$ cat src/pnc_pkg.sv
// pnc_pkg: shared codes, tag table and types for the png chunk order checker
// no dependencies; imported by every module of the block
`timescale 1ns / 1ps
package pnc_pkg;

  localparam int IDAT_COUNT_BITS_DEFAULT = 16;
  localparam int KIND_COUNT = 28;
  localparam int LENGTH_BITS = 31;

  // status codes
  localparam logic [3:0] ST_OK             = 4'd0;
  localparam logic [3:0] ST_BAD_CRC        = 4'd1;
  localparam logic [3:0] ST_BAD_HEADER     = 4'd2;
  localparam logic [3:0] ST_NOT_UNIQUE     = 4'd3;
  localparam logic [3:0] ST_IHDR_NOT_FIRST = 4'd4;
  localparam logic [3:0] ST_MISPLACED      = 4'd5;
  localparam logic [3:0] ST_IDAT_GAP       = 4'd6;
  localparam logic [3:0] ST_BAD_PALETTE    = 4'd7;
  localparam logic [3:0] ST_END            = 4'd8;

  // chunk kinds that the sequence rules care about
  localparam logic [4:0] KIND_UNKNOWN = 5'd0;
  localparam logic [4:0] KIND_IHDR    = 5'd1;
  localparam logic [4:0] KIND_PLTE    = 5'd2;
  localparam logic [4:0] KIND_IDAT    = 5'd3;
  localparam logic [4:0] KIND_IEND    = 5'd4;

  localparam logic [LENGTH_BITS-1:0] IHDR_LENGTH = LENGTH_BITS'(13);
  localparam logic [7:0] MAX_DEPTH = 8'd16;

  // known chunk tags, kind is the position plus one
  localparam logic [31:0] KNOWN_TAGS [KIND_COUNT] = '{
    "IHDR", "PLTE", "IDAT", "IEND", "cHRM", "gAMA", "iCCP",
    "sBIT", "sRGB", "bKGD", "hIST", "tRNS", "pHYs", "sPLT",
    "tIME", "iTXt", "tEXt", "zTXt", "oFFs", "pCAL", "sCAL",
    "gIFg", "gIFt", "gIFx", "sTER", "dSIG", "eXIf", "fRAc"
  };

  // header fields of one item
  typedef struct packed {
    logic [LENGTH_BITS-1:0] data_length;
    logic [31:0]            image_width;
    logic [31:0]            image_height;
    logic [7:0]             depth_byte;
    logic [7:0]             colour_byte;
    logic [7:0]             compression_byte;
    logic [7:0]             filter_byte;
    logic [7:0]             interlace_byte;
  } ihdr_fields_t;

  // sequence flags kept between chunks
  typedef struct packed {
    logic       any_chunk_seen;
    logic [4:0] last_kind;
    logic       header_seen;
    logic       palette_seen;
    logic [2:0] image_colour_type;
  } seq_state_t;

endpackage

$ cat src/pnc_classify.sv
// pnc_classify: matches a chunk tag against the table of known tags
// depends on pnc_pkg
`timescale 1ns / 1ps
module pnc_classify
  import pnc_pkg::*;
(
  input  logic [31:0] chunk_tag,
  output logic [4:0]  chunk_kind
);

  // independent compares, lowest table position wins
  always_comb begin
    chunk_kind = KIND_UNKNOWN;
    for (int i = KIND_COUNT - 1; i >= 0; i--) begin
      if (KNOWN_TAGS[i] == chunk_tag) begin
        chunk_kind = 5'(i + 1);
      end
    end
  end

endmodule

$ cat src/pnc_ihdr.sv
// pnc_ihdr: ordered rule checks for an image header chunk
// depends on pnc_pkg
`timescale 1ns / 1ps
module pnc_ihdr
  import pnc_pkg::*;
(
  input  ihdr_fields_t fields,
  input  logic         header_seen,
  input  logic         any_chunk_seen,
  output logic [3:0]   ihdr_status
);

  logic depth_ok;
  logic colour_bad;
  logic pair_bad;
  logic [7:0] depth;
  logic [7:0] colour;

  assign depth  = fields.depth_byte;
  assign colour = fields.colour_byte;

  // legal depths are powers of two up to sixteen
  assign depth_ok = (depth == 8'd1) || (depth == 8'd2) || (depth == 8'd4) ||
                    (depth == 8'd8) || (depth == MAX_DEPTH);
  assign colour_bad = (colour > 8'd6) || (colour == 8'd1) || (colour == 8'd5);
  // truecolour and alpha types need eight bits or more, palette at most eight
  assign pair_bad = (((colour == 8'd2) || (colour == 8'd4) || (colour == 8'd6)) &&
                     (depth < 8'd8)) ||
                    ((colour == 8'd3) && (depth == MAX_DEPTH));

  // first failing rule gives the status
  always_comb begin
    if (header_seen) begin
      ihdr_status = ST_NOT_UNIQUE;
    end else if (fields.data_length != IHDR_LENGTH) begin
      ihdr_status = ST_BAD_HEADER;
    end else if (any_chunk_seen) begin
      ihdr_status = ST_IHDR_NOT_FIRST;
    end else if ((fields.image_width == 32'd0) || (fields.image_height == 32'd0)) begin
      ihdr_status = ST_BAD_HEADER;
    end else if (!depth_ok || colour_bad || pair_bad) begin
      ihdr_status = ST_BAD_HEADER;
    end else if ((fields.compression_byte != 8'd0) || (fields.filter_byte != 8'd0)) begin
      ihdr_status = ST_BAD_HEADER;
    end else if (fields.interlace_byte > 8'd1) begin
      ihdr_status = ST_BAD_HEADER;
    end else begin
      ihdr_status = ST_OK;
    end
  end

endmodule

$ cat src/pnc_judge.sv
// pnc_judge: sequence rules, status and next state for one chunk
// depends on pnc_pkg, pnc_classify and pnc_ihdr
`timescale 1ns / 1ps
module pnc_judge
  import pnc_pkg::*;
#(
  parameter int IDAT_COUNT_BITS = IDAT_COUNT_BITS_DEFAULT
) (
  input  logic                       start_new_file,
  input  logic [31:0]                chunk_tag,
  input  logic                       crc_good,
  input  ihdr_fields_t               fields,
  input  seq_state_t                 state,
  input  logic [IDAT_COUNT_BITS-1:0] idat_count,
  output logic [3:0]                 status,
  output logic [4:0]                 chunk_kind,
  output seq_state_t                 state_next,
  output logic [IDAT_COUNT_BITS-1:0] idat_count_next
);

  seq_state_t                 cur;
  logic [IDAT_COUNT_BITS-1:0] count_cur;
  logic [3:0]                 ihdr_status;

  // a new file starts from the reset state
  always_comb begin
    if (start_new_file) begin
      cur       = '0;
      count_cur = '0;
    end else begin
      cur       = state;
      count_cur = idat_count;
    end
  end

  pnc_classify u_classify (
    .chunk_tag  (chunk_tag),
    .chunk_kind (chunk_kind)
  );

  pnc_ihdr u_ihdr (
    .fields         (fields),
    .header_seen    (cur.header_seen),
    .any_chunk_seen (cur.any_chunk_seen),
    .ihdr_status    (ihdr_status)
  );

  // status: crc first, then by kind
  always_comb begin
    if (!crc_good) begin
      status = ST_BAD_CRC;
    end else if (chunk_kind == KIND_IHDR) begin
      status = ihdr_status;
    end else if (!cur.any_chunk_seen) begin
      status = ST_BAD_HEADER;
    end else if (chunk_kind == KIND_PLTE) begin
      if (count_cur != '0) begin
        status = ST_MISPLACED;
      end else if (cur.palette_seen) begin
        status = ST_NOT_UNIQUE;
      end else if (cur.image_colour_type[1:0] == 2'd0) begin
        status = ST_BAD_PALETTE;
      end else begin
        status = ST_OK;
      end
    end else if (chunk_kind == KIND_IDAT) begin
      if ((count_cur != '0) && (cur.last_kind != KIND_IDAT)) begin
        status = ST_IDAT_GAP;
      end else begin
        status = ST_OK;
      end
    end else if (chunk_kind == KIND_IEND) begin
      status = ST_END;
    end else begin
      status = ST_OK;
    end
  end

  // state moves only for accepted chunks
  always_comb begin
    state_next      = cur;
    idat_count_next = count_cur;
    if ((status == ST_OK) || (status == ST_END)) begin
      state_next.any_chunk_seen = 1'b1;
      state_next.last_kind      = chunk_kind;
      if (chunk_kind == KIND_IHDR) begin
        state_next.header_seen       = 1'b1;
        state_next.image_colour_type = fields.colour_byte[2:0];
      end
      if (chunk_kind == KIND_PLTE) begin
        state_next.palette_seen = 1'b1;
      end
      if ((chunk_kind == KIND_IDAT) && (count_cur != '1)) begin
        idat_count_next = count_cur + IDAT_COUNT_BITS'(1);
      end
    end
  end

endmodule

$ cat config.mk
export PLATFORM = sky130hd
export DESIGN_NAME = pnc_judge
export DESIGN_NICKNAME = d
export VERILOG_FILES = /design/src/pnc_pkg.sv /design/src/pnc_classify.sv /design/src/pnc_ihdr.sv /design/src/pnc_judge.sv
export SDC_FILE = /design/constraint.sdc
export NUM_CORES = 1
export LEC_CHECK = 0
export BUFFER_PORTS_ARGS = -buffer_cell sky130_fd_sc_hd__buf_2
export CORE_MARGIN = 2
export CORE_UTILIZATION = 30
export DETAILED_ROUTE_END_ITERATION = 7
export GPL_ROUTABILITY_DRIVEN = 1
export GPL_TIMING_DRIVEN = 0
export PLACE_DENSITY = 0.76
export SETUP_SLACK_MARGIN = 0.15
export SLEW_MARGIN = 10
export SYNTH_ARGS = -nofsm -noshare
export SYNTH_HDL_FRONTEND = slang
export SYNTH_SLANG_ARGS = --single-unit
$ cat constraint.sdc
create_clock -name vclk -period 3.97
set_clock_uncertainty 0.05 [all_clocks]
set_input_delay 0.5955 -clock vclk [all_inputs]
set_output_delay 0.5955 -clock vclk [all_outputs]
set_load 0.05 [all_outputs]
* Yosys cells after proc, flatten, opt, wreduce, memory -nomap -nowiden
Cells that the tools add are included.
Storage, ports and cells: output and inout port bits 36, register bits 0, input bits 196
Cells by class: order comparisons 3, $add $sub $neg 1, equal/unequal tests 47, reductions and logical operators 26, muxes and demuxes 53
Operators with widths (number):
- == test 31 x 32 -> 1 bit, first input constant | 28
- two-way mux 5 bit | 28
- logical NOT 32 bit | 2
- two-way mux 16 bit | 3
- two-way mux 4 bit | 12
- == test 8 x 3 -> 1 bit, second input constant | 4
- inequality test 31 x 4 -> 1 bit, second input constant | 1
- == test 8 x 2 -> 1 bit, second input constant | 3
- two-way mux 11 bit | 2
- adder 16 x 1 -> 16 bit, second input constant | 1
- == test 8 x 1 -> 1 bit, second input constant | 2
- inequality test 16 bit, second input constant | 1
- nonzero test 16 bit | 1
- nonzero test 8 bit | 2
- two-way mux 3 bit | 5
- logical OR 1 bit | 14
- == test 5 x 2 -> 1 bit, second input constant | 2
- == test 8 x 4 -> 1 bit, second input constant | 1
- == test 8 x 5 -> 1 bit, second input constant | 1
- > comparator 8 x 1 -> 1 bit, second input constant | 1
- > comparator 8 x 3 -> 1 bit, second input constant | 1
- < comparator 8 x 4 -> 1 bit, second input constant | 1
- == test 5 x 1 -> 1 bit, second input constant | 1
- == test 5 x 3 -> 1 bit, second input constant | 1
- other kinds (8) | 12

* Depth between registers and ports, before layout
Gate-level depths: netlist (run 1).
depth in word-level cells 39, depth in mapped cells 12

* Hierarchy
Synthesis (run 1) repeated with hierarchy kept, for this count alone.
Unflattened totals: cell total of the unflattened synthesis 396, area total of the unflattened synthesis 2807.7 µm²
By module, submodules not included:
- pnc_classify | times used 1, seq. area each 0.0 µm², cells an instance 182, area an instance 1327.5 µm²
- pnc_judge | times used 1, seq. area each 0.0 µm², cells an instance 150, area an instance 1056.0 µm²
- pnc_ihdr | times used 1, seq. area each 0.0 µm², cells an instance 64, area an instance 424.2 µm²

* Least setup slack after synthesis (run 1)
No wires, ideal clock.
path type input to output, start point input port start_new_file, end point output port idat_count_next[5], data required time 3324 ps, stages on the path 12, arrival 3452 ps, path buffers 2, slack -128 ps, cell sequence clkbuf_1 > inv_1 > nand2_1 > ha_1 > nor4b_1 > nand4_1 > nor4b_4 > a211oi_1 > nand2_2 > clkbuf_8 > a211oi_2 > xor2_1
Between the ends: longest elaborated chain between the ends 12
RTL lines:
- start: declaration | RTL line pnc_judge.sv:9 | input logic start_new_file,
- two-way mux 16 bit or two-way mux 11 bit (tied branches) | RTL line pnc_judge.sv:27 | if (start_new_file) begin
- nonzero test 16 bit, or another cell as far along | RTL line pnc_judge.sv:57, pnc_judge.sv:67
- logical AND 1 bit or two-way mux 3 bit (tied branches) | RTL line pnc_judge.sv:67, pnc_judge.sv:61
- two-way mux 3 bit (on tied branches) | RTL line pnc_judge.sv:67, pnc_judge.sv:59
- two-way mux 4 bit or two-way mux 3 bit (tied branches) | RTL line pnc_judge.sv:66, pnc_judge.sv:57
- two-way mux 4 bit | RTL line pnc_judge.sv:56 | end else if (chunk_kind == KIND_PLTE) begin
- two-way mux 4 bit | RTL line pnc_judge.sv:54 | end else if (!cur.any_chunk_seen) begin
- two-way mux 4 bit | RTL line pnc_judge.sv:52 | end else if (chunk_kind == KIND_IHDR) begin
- two-way mux 4 bit | RTL line pnc_judge.sv:50 | if (!crc_good) begin
- == test 4 bit or logical NOT 4 bit (tied branches) | RTL line pnc_judge.sv:83 | if ((status == ST_OK) || (status == ST_END)) begin
- logical OR 1 bit | RTL line pnc_judge.sv:83
- two-way mux 16 bit * | RTL line pnc_judge.sv:83
- end: declaration | RTL line pnc_judge.sv:18 | output logic [IDAT_COUNT_BITS-1:0] idat_count_next
Every way passes the cells marked *; elsewhere a longest branch is shown, timed or not.

* Final worst setup path (run 1)
start point input port start_new_file, end point output port idat_count_next[9]
The elaborated chain is that of the path after synthesis.

==> results of run 1 <==
per-stage QoR:
stage / TNS, ns / util
after floorplan: 0 / -
after global placement: -16.65 / 0.4676
after detailed placement: -18.09 / 0.4676
after CTS: 0 / 0.5091
after global routing: -0.06291 / 0.5892
final: -0.008665 / 0.5898
cells in the final DEF (no fill, tap or decap), drive strengths merged, types with 3 or more instances in the layout:
cell type  count
nor2b         23
nand2         34
o21ai          3
nor2          24
and4bb         4
xnor2          9
and3           6
mux2          12
nor3b          4
nor4b         14
a211oi         7
buf          267
inv            9
nand3         35
nand4b         5
nor4bb         3
and3b          3
nor4          57
or4            5
and2           3
a21oi         18
clkbuf        14
nand4         37
nor3          18
nand2b         6
a2111oi        3
critical path: cells and delay by family:
family | cells | cell delay (ns)
AOI/OAI and AO/OA | 2 | 0.78
and+or+nand+nor | 5 | 0.94
adders and majority gates | 1 | 0.13
buffers and inverters | 5 | 0.70
xor gates and xnor gates | 1 | 0.18
routing by layer:
| metal | wire length, µm | up-vias | global-route usage |
|---|---|---|---|
| met5 | 23 | - | 0 |
| met3 | 2009 | 90 | 0.06606 |
| met1 | 6472 | 2232 | 0.3756 |
| li1 | - | 2147 | - |
| met4 | 898 | 4 | 0.09484 |
| met2 | 7592 | 400 | 0.4792 |
final cells by class:
type | instances | area [µm²] | share of cell area
Multi-Input combinational cell | 370 | 3120 | 0.6037
Antenna cell | 2 | 5.005 | 0.0009683
Tap cell | 108 | 135.1 | 0.02614
Inverter | 10 | 41.29 | 0.007988
Buffer | 17 | 152.6 | 0.02953
Timing Repair Buffer | 264 | 1714 | 0.3316
path summary, 6_finish.rpt:
| check | start | endpoint | slack [ns] | cells after the start |
|---|---|---|---|---|
| hold / removal | fields[24] | state_next[0] | 1.55 | 3 |
| setup / recovery | start_new_file | idat_count_next[9] | -0.009 | 14 |
logic make-up (layout without fill, tap and decap cells):
family                   count (synthesis)  after routing
AND/OR/NAND/NOR                        292            293
AO/OA/AOI/OAI                           51             51
buffers and inverters                   27            291
multiplexers                            14             14
XOR/XNOR                                10             10
adder cells (fa/ha/maj)                  2              2
other                                    0              2
report_power, final:
| part | switching [mW] | internal [mW] |
|---|---|---|
| clock network | 0 | 0.0000000677 |
| logic | 0.234 | 0.182 |
| registers | 0 | 0 |
| total | 0.234 | 0.182 |
timing repair:
action / CTS / global route
endpoints found under the setup margin: 33 / 30
cloned: 2 / 2
setup buffers: 19 / 14
pin swaps: 14 / 26
gates resized for setup: 45 / 133
==> flow_results.org, run 1 <==
** Timing
- Final number of max-transition violations :: 0
- For this run, the top clock speed supported by timing is 251.3 MHz.
- RSZ-0062 raised after global routing :: yes
- Counting I/O delays and the setup requirement, the final critical path takes 3.979 ns.
- Final Hold Slack :: 1.554 ns
- Hold violation total from the final report :: 0
- The worst pin sits at a relative slew slack of 0.5433.
- Number of setup violations in the final report :: 1
- Final worst path period share :: 1.002
- Slew at the pin with the worst max-slew slack :: 0.6788 ns
- Minimum setup slack in the final design :: -0.008665 ns

** Yosys
- Xor and xnor fraction of the mapped netlist area :: 0.03224
- Synthesis Warnings :: 0
- Yosys attributes the largest share of cell area to nor4_1, nand4_1, nand3_1.
- The number of nets handed over by synthesis was 594.
- Of the total synthesized cell area, the portion taken by AND, OR, NAND and NOR gates is 0.6854.
- Multiplexer fraction of the synthesized cell area :: 0.05712
- Of the post-synthesis cell area, the dominant cell type holds 0.1290.
- Cell area after synthesis :: 0.002716 mm²
- Synth unique cells :: 70
- Main combinational cell family by area after synthesis :: simple AND/OR/NAND/NOR gates
- Adder and majority cell fraction of the synthesized area :: 0.009212
- Compound-gate portion of the synthesized area :: 0.1635
- In the post-synthesis netlist, the cell with the most instances is nor4_1.
- Synthesis produced a netlist whose cell count is 396.
- Fraction of the yosys area taken by sequential cells :: 0
- Each instance of the synthesized netlist takes up on average 6.859 µm².
- Most instantiated cells after synthesis :: nor4_1, nand4_1, nand3_1
- Library cell occupying the most area in the post-synthesis netlist :: nor4_1

** Power
- Power spread over the standard cell area amounts to 80.58 mW/mm².
- Peak supply drop :: 0.05385 mV
- Total design power :: 0.4165 mW
- Standby leakage power :: 2.132 nW

** GRT
- Entering global routing, the biggest net connects 11 pins.
- The first global-routing pass estimated 23080 µm of wire.
- All-Layer GR Usage :: 0.2907
- The via count of the first global-routing pass was 4476.
- Initial antenna violation count :: 4
- Total grt overflow :: 0

** Placed design
- Post-DP HPWL :: 12800 µm
- Placed cell count :: 732
- Before CTS, the worst setup slack after placement is -0.8018 ns.
- The congestion estimate from routability-driven global placement came to 0.9596.
- The count of buffers added on input and output ports is 228.
- The placed instances occupy a cell area of 0.004098 mm².

** Final layout
- Area growth from synthesis to layout :: 90.28%
- The layout has 783 filler cells.
- The final layout contains a sequential cell count of 0.
- The clock buffers instantiated in the layout total 0.
- Final design instance area without fill :: 0.005169 mm²
- For this run, the post-layout net count is 861.
- Across the whole layout, storage elements account for 0 µm².
- In the final layout, the share of cells above drive strength 1 is 0.5643.
- Excluding fillers, the count of instances in the completed layout stands at 771.

** Setup path
- Arrival time reported for the critical path endpoint :: 3.33 ns
- Endpoint class of the critical path :: output pin
- Slowest cell on crit path :: a2111oi_4
- The critical path is of the in -> out type.
- Ordered list of cells on the worst path :: buf_8, buf_8, clkinvlp_4, nand2_4, ha_4, nor4b_4, nand4_1, nor4b_4, a211oi_2, nand2_4, buf_6, a2111oi_4, xnor2_2, buf_6
- Data on the critical path is required at its endpoint by 3.32 ns.
- Delay of the slowest critical-path stage :: 0.41 ns
- Along the worst path, the maximum fanout reaches 6.
- STA classifies the critical path startpoint as an input pin.

** Die
- The floorplan step defined a die boundary enclosing 0.009832 mm².
- The initial utilization of the core area, before any placement, comes to 0.3100.
- From left edge to right edge, the die measures 99.16 µm.
- Pin placement for this block handled 232 I/O pins.
- Measured along the y axis, the die boundary spans 99.16 µm.
- The floorplan has 34 rows.
- Core region area :: 0.008763 mm²

** Drt
- Detailed router's first-iteration violation count :: 709
- Via-to-Cell Ratio :: 6.320
- Final wirelength :: 17000 µm
- After detailed routing, the number of remaining DRC violations is 0.
- Final ANT Viol Nets :: 0
- In the final routed layout, each cell accounts on average for 22.05 µm.
- Summing over every cut layer, the via total after detailed routing is 4873.
- The first TritonRoute pass finished after 7 iterations.

** Clocking
- For this design, the CTS-stage hold fixing added 0 buffers.

** Status
- Violated checks :: negative setup slack
- Result of the run :: finished with violations

** Hold path
- Worst hold-check path type :: in -> out

** Job
- Across the run, the number of max-cap violations was 0.
Power figures use the tool's default switching activity.
==> run 2: changes to the inputs <==
CORE_AREA = 2 2 90 92   (was not set)
CORE_MARGIN = not set   (was 2)
CORE_UTILIZATION = not set   (was 30)
DIE_AREA = 0 0 92 94   (was not set)
PLACE_DENSITY = 0.85   (was 0.76)
==> run 2 against run 1 <==
Compared with the run above: the flow now finishes without violations; global-route usage up 2.6 points; sequential share of layout area unchanged; combinational power decreased by 5%; wire length shrank 7.0%; non-clock buffer count fell by 6; cell count fell by 1.8%; fmax up 3.5%; sequential cell count is the same; die area fell by 12%; critical endpoint is now idat_count_next[11]; largest power group unchanged.
==> flow_results.org, run 2 (synthesis gave the netlist of run 1 again) <==
** Final layout
- Summing all flip-flop and latch instances after layout gives 0 µm².
- The final layout contains a sequential cell count of 0.
- Commonest cells after routing, fill and taps aside :: buf_2, nor4_1, nand4_1, buf_4, nand3_1
- Commonest non-fill, non-tap cell in the layout :: buf_2
- Of the cells placed in the final design, the portion with a size suffix greater than 1 is 0.5527.
- Area growth from synthesis to layout :: 78.26%
- After the last flow step, the layout net total stands at 855.
- Clock Buffer Count :: 0
- Antenna fix cells :: 0

** Setup path
- Along the worst path, the maximum fanout reaches 5.
- Timing startpoint of the critical path :: start_new_file
- Endpoint class of the critical path :: output pin
- Data on the critical path arrives at its endpoint at 3.20 ns.
- Required arrival time at the worst endpoint :: 3.32 ns
- Category of the critical setup timing path :: in -> out
- STA classifies the critical path startpoint as an input pin.

** Timing
- Timing would allow up to 260.1 MHz.
- Headroom to the max-slew limit came out at 0.4893.
- Time the final worst path needs with I/O delays and setup :: 3.844 ns
- Hold violation total from the final report :: 0
- The max-slew violation total from the final report is 0.
- Minimum setup slack in the final design :: 0.1259 ns
- Slew at the pin with the worst max-slew slack :: 0.7591 ns
- Aggregate negative setup slack :: 0 ns
- Final worst path period share :: 0.9683
- Setup repair after global routing could not meet its margin everywhere.
- Number of setup violations in the final report :: 0

** Die
- Overall die area :: 0.008648 mm²
- In this run the count of I/O pins placed on the die edge is 232.
- The core region is 0.007607 mm².
- Starting density of the core :: 0.3571
- Row count :: 32
- Measured along the y axis, the die boundary spans 94 µm.
- In this run the horizontal extent of the chip is 92 µm.

** Placed design
- Global placer's final weighted congestion :: 0.9798
- Buffers placed on the I/O ports in this run total 228.
- Detailed placement ended at an HPWL of 11650 µm.
- Worst setup slack before clock tree synthesis :: -0.7524 ns

** GRT
- The via count of the first global-routing pass is 4563.
- All-Layer GR Usage :: 0.3169
- Maximum number of pins on one net before global-route repair :: 11
- Initial antenna violation count :: 0
- The first global-routing pass estimated 22180 µm of wire.
- Total grt overflow :: 0

** Power
- Standby leakage power :: 2.057 nW
- The share of total power dissipated in combinational logic is 1.000.
- Part of the total power dissipated in the clock network :: 0
- Internal power :: 0.1724 mW
- The share of total power dissipated in sequential elements is 0.
- Share of total power consumed by net switching :: 0.5654
- Total power per unit cell area :: 81.94 mW/mm²
- IR analysis of the VDD net gives a maximum drop of 0.05346 mV.
- Switching power of the nets :: 0.2243 mW

** Hold path
- The worst hold path begins at fields[24].
- In this run the worst hold path is classified as in -> out.
- Worst hold path depth :: 3

** Drt
- For this block, the initial DRC count from the detailed router was 664.
- In the routed design, unresolved DRC markers number 0.
- The detail route stage leaves a number of antenna-violating nets equal to 0.
- The routed layout has 4910 vias.
- Final wirelength :: 15810 µm
- Routed length per instance :: 20.88 µm
- Before antenna repair, the detailed router went through 8 iterations.
- In the routed layout, each cell is associated on average with a via count of 6.486.

** Status
- Result of the run :: finished clean

** Clocking
- Post-cts hold buffer count :: 0

** Job
- Maximum Capacitance Violations :: 0
[run 2: changes by cell type in the layout (fill, tap and decap cells not counted), moves of 3 or more]
cell / delta
buf_6: -3
nand3_4: -4
buf_2: +6
a21oi_4: -6
a21oi_2: +7
buf_8: -5
[run 2: stage by stage]
| step | total power, mW | utilization | hold slack (ns) | area, µm² | instances |
|---|---|---|---|---|---|
| 2_1_floorplan | 0.1666 | - | 1.362 | 2821 | 396 |
| 3_3_place_gp | 0.3256 | 0.5377 | 1.616 | 4090 | 726 |
| 3_5_place_dp | 0.3288 | 0.5377 | 1.625 | 4090 | 726 |
| 4_1_cts | 0.3514 | 0.5827 | 1.584 | 4433 | 744 |
| 5_1_grt | 0.4156 | 0.6365 | 1.567 | 4842 | 757 |
| 6_report | 0.3967 | 0.6365 | 1.550 | 4842 | 757 |
[run 2: area by class of cell]
cell class                 count  area (µm²)
tap                          102       127.6
buffer                        17       137.6
inverter                      10       41.29
multi-input combinational    370        2969
timing repair buffer         258        1567
fill                         653        2765
[run 2: final timing paths]
check / end / slack [ns]
worst max-delay path: idat_count_next[11] / 0.13
worst min-delay path: state_next[0] / 1.55
[run 2: power by group through the flow]
stage               Combinational (mW)  Clock (mW)  Sequential, mW
floorplan                        0.167           0               0
global placement                 0.326           0               0
detailed placement               0.329           0               0
CTS                              0.351           0               0
global route                     0.416           0               0
finish                           0.397           0               0
[run 2: timing repair]
action	in CTS	in global routing
setup buffers	16	13
gates resized for setup	43	92
endpoints found under the setup margin	31	30
pin swaps	12	18
gates cloned	2	0
[run 2: worst max-delay path, stage by stage]
cell        delay (ns)
buf_8             0.09
buf_8             0.09
clkinvlp_4        0.13
nand2_4           0.12
ha_4              0.14
nor4b_4           0.20
nand4_1           0.19
o31a_1            0.40
a21oi_4           0.33
buf_8             0.17
nand3_2           0.08
a21oi_2           0.18
mux2_4            0.33
buf_8             0.15
[run 2: routing by layer]
metal / vias to the layer above / part of all wire / track usage
met4: 0 / 0.050 / 0.1182
met3: 110 / 0.11 / 0.05297
met5: - / 0 / 0
met2: 409 / 0.47 / 0.5735
met1: 2257 / 0.37 / 0.3746
li1: 2134 / - / -
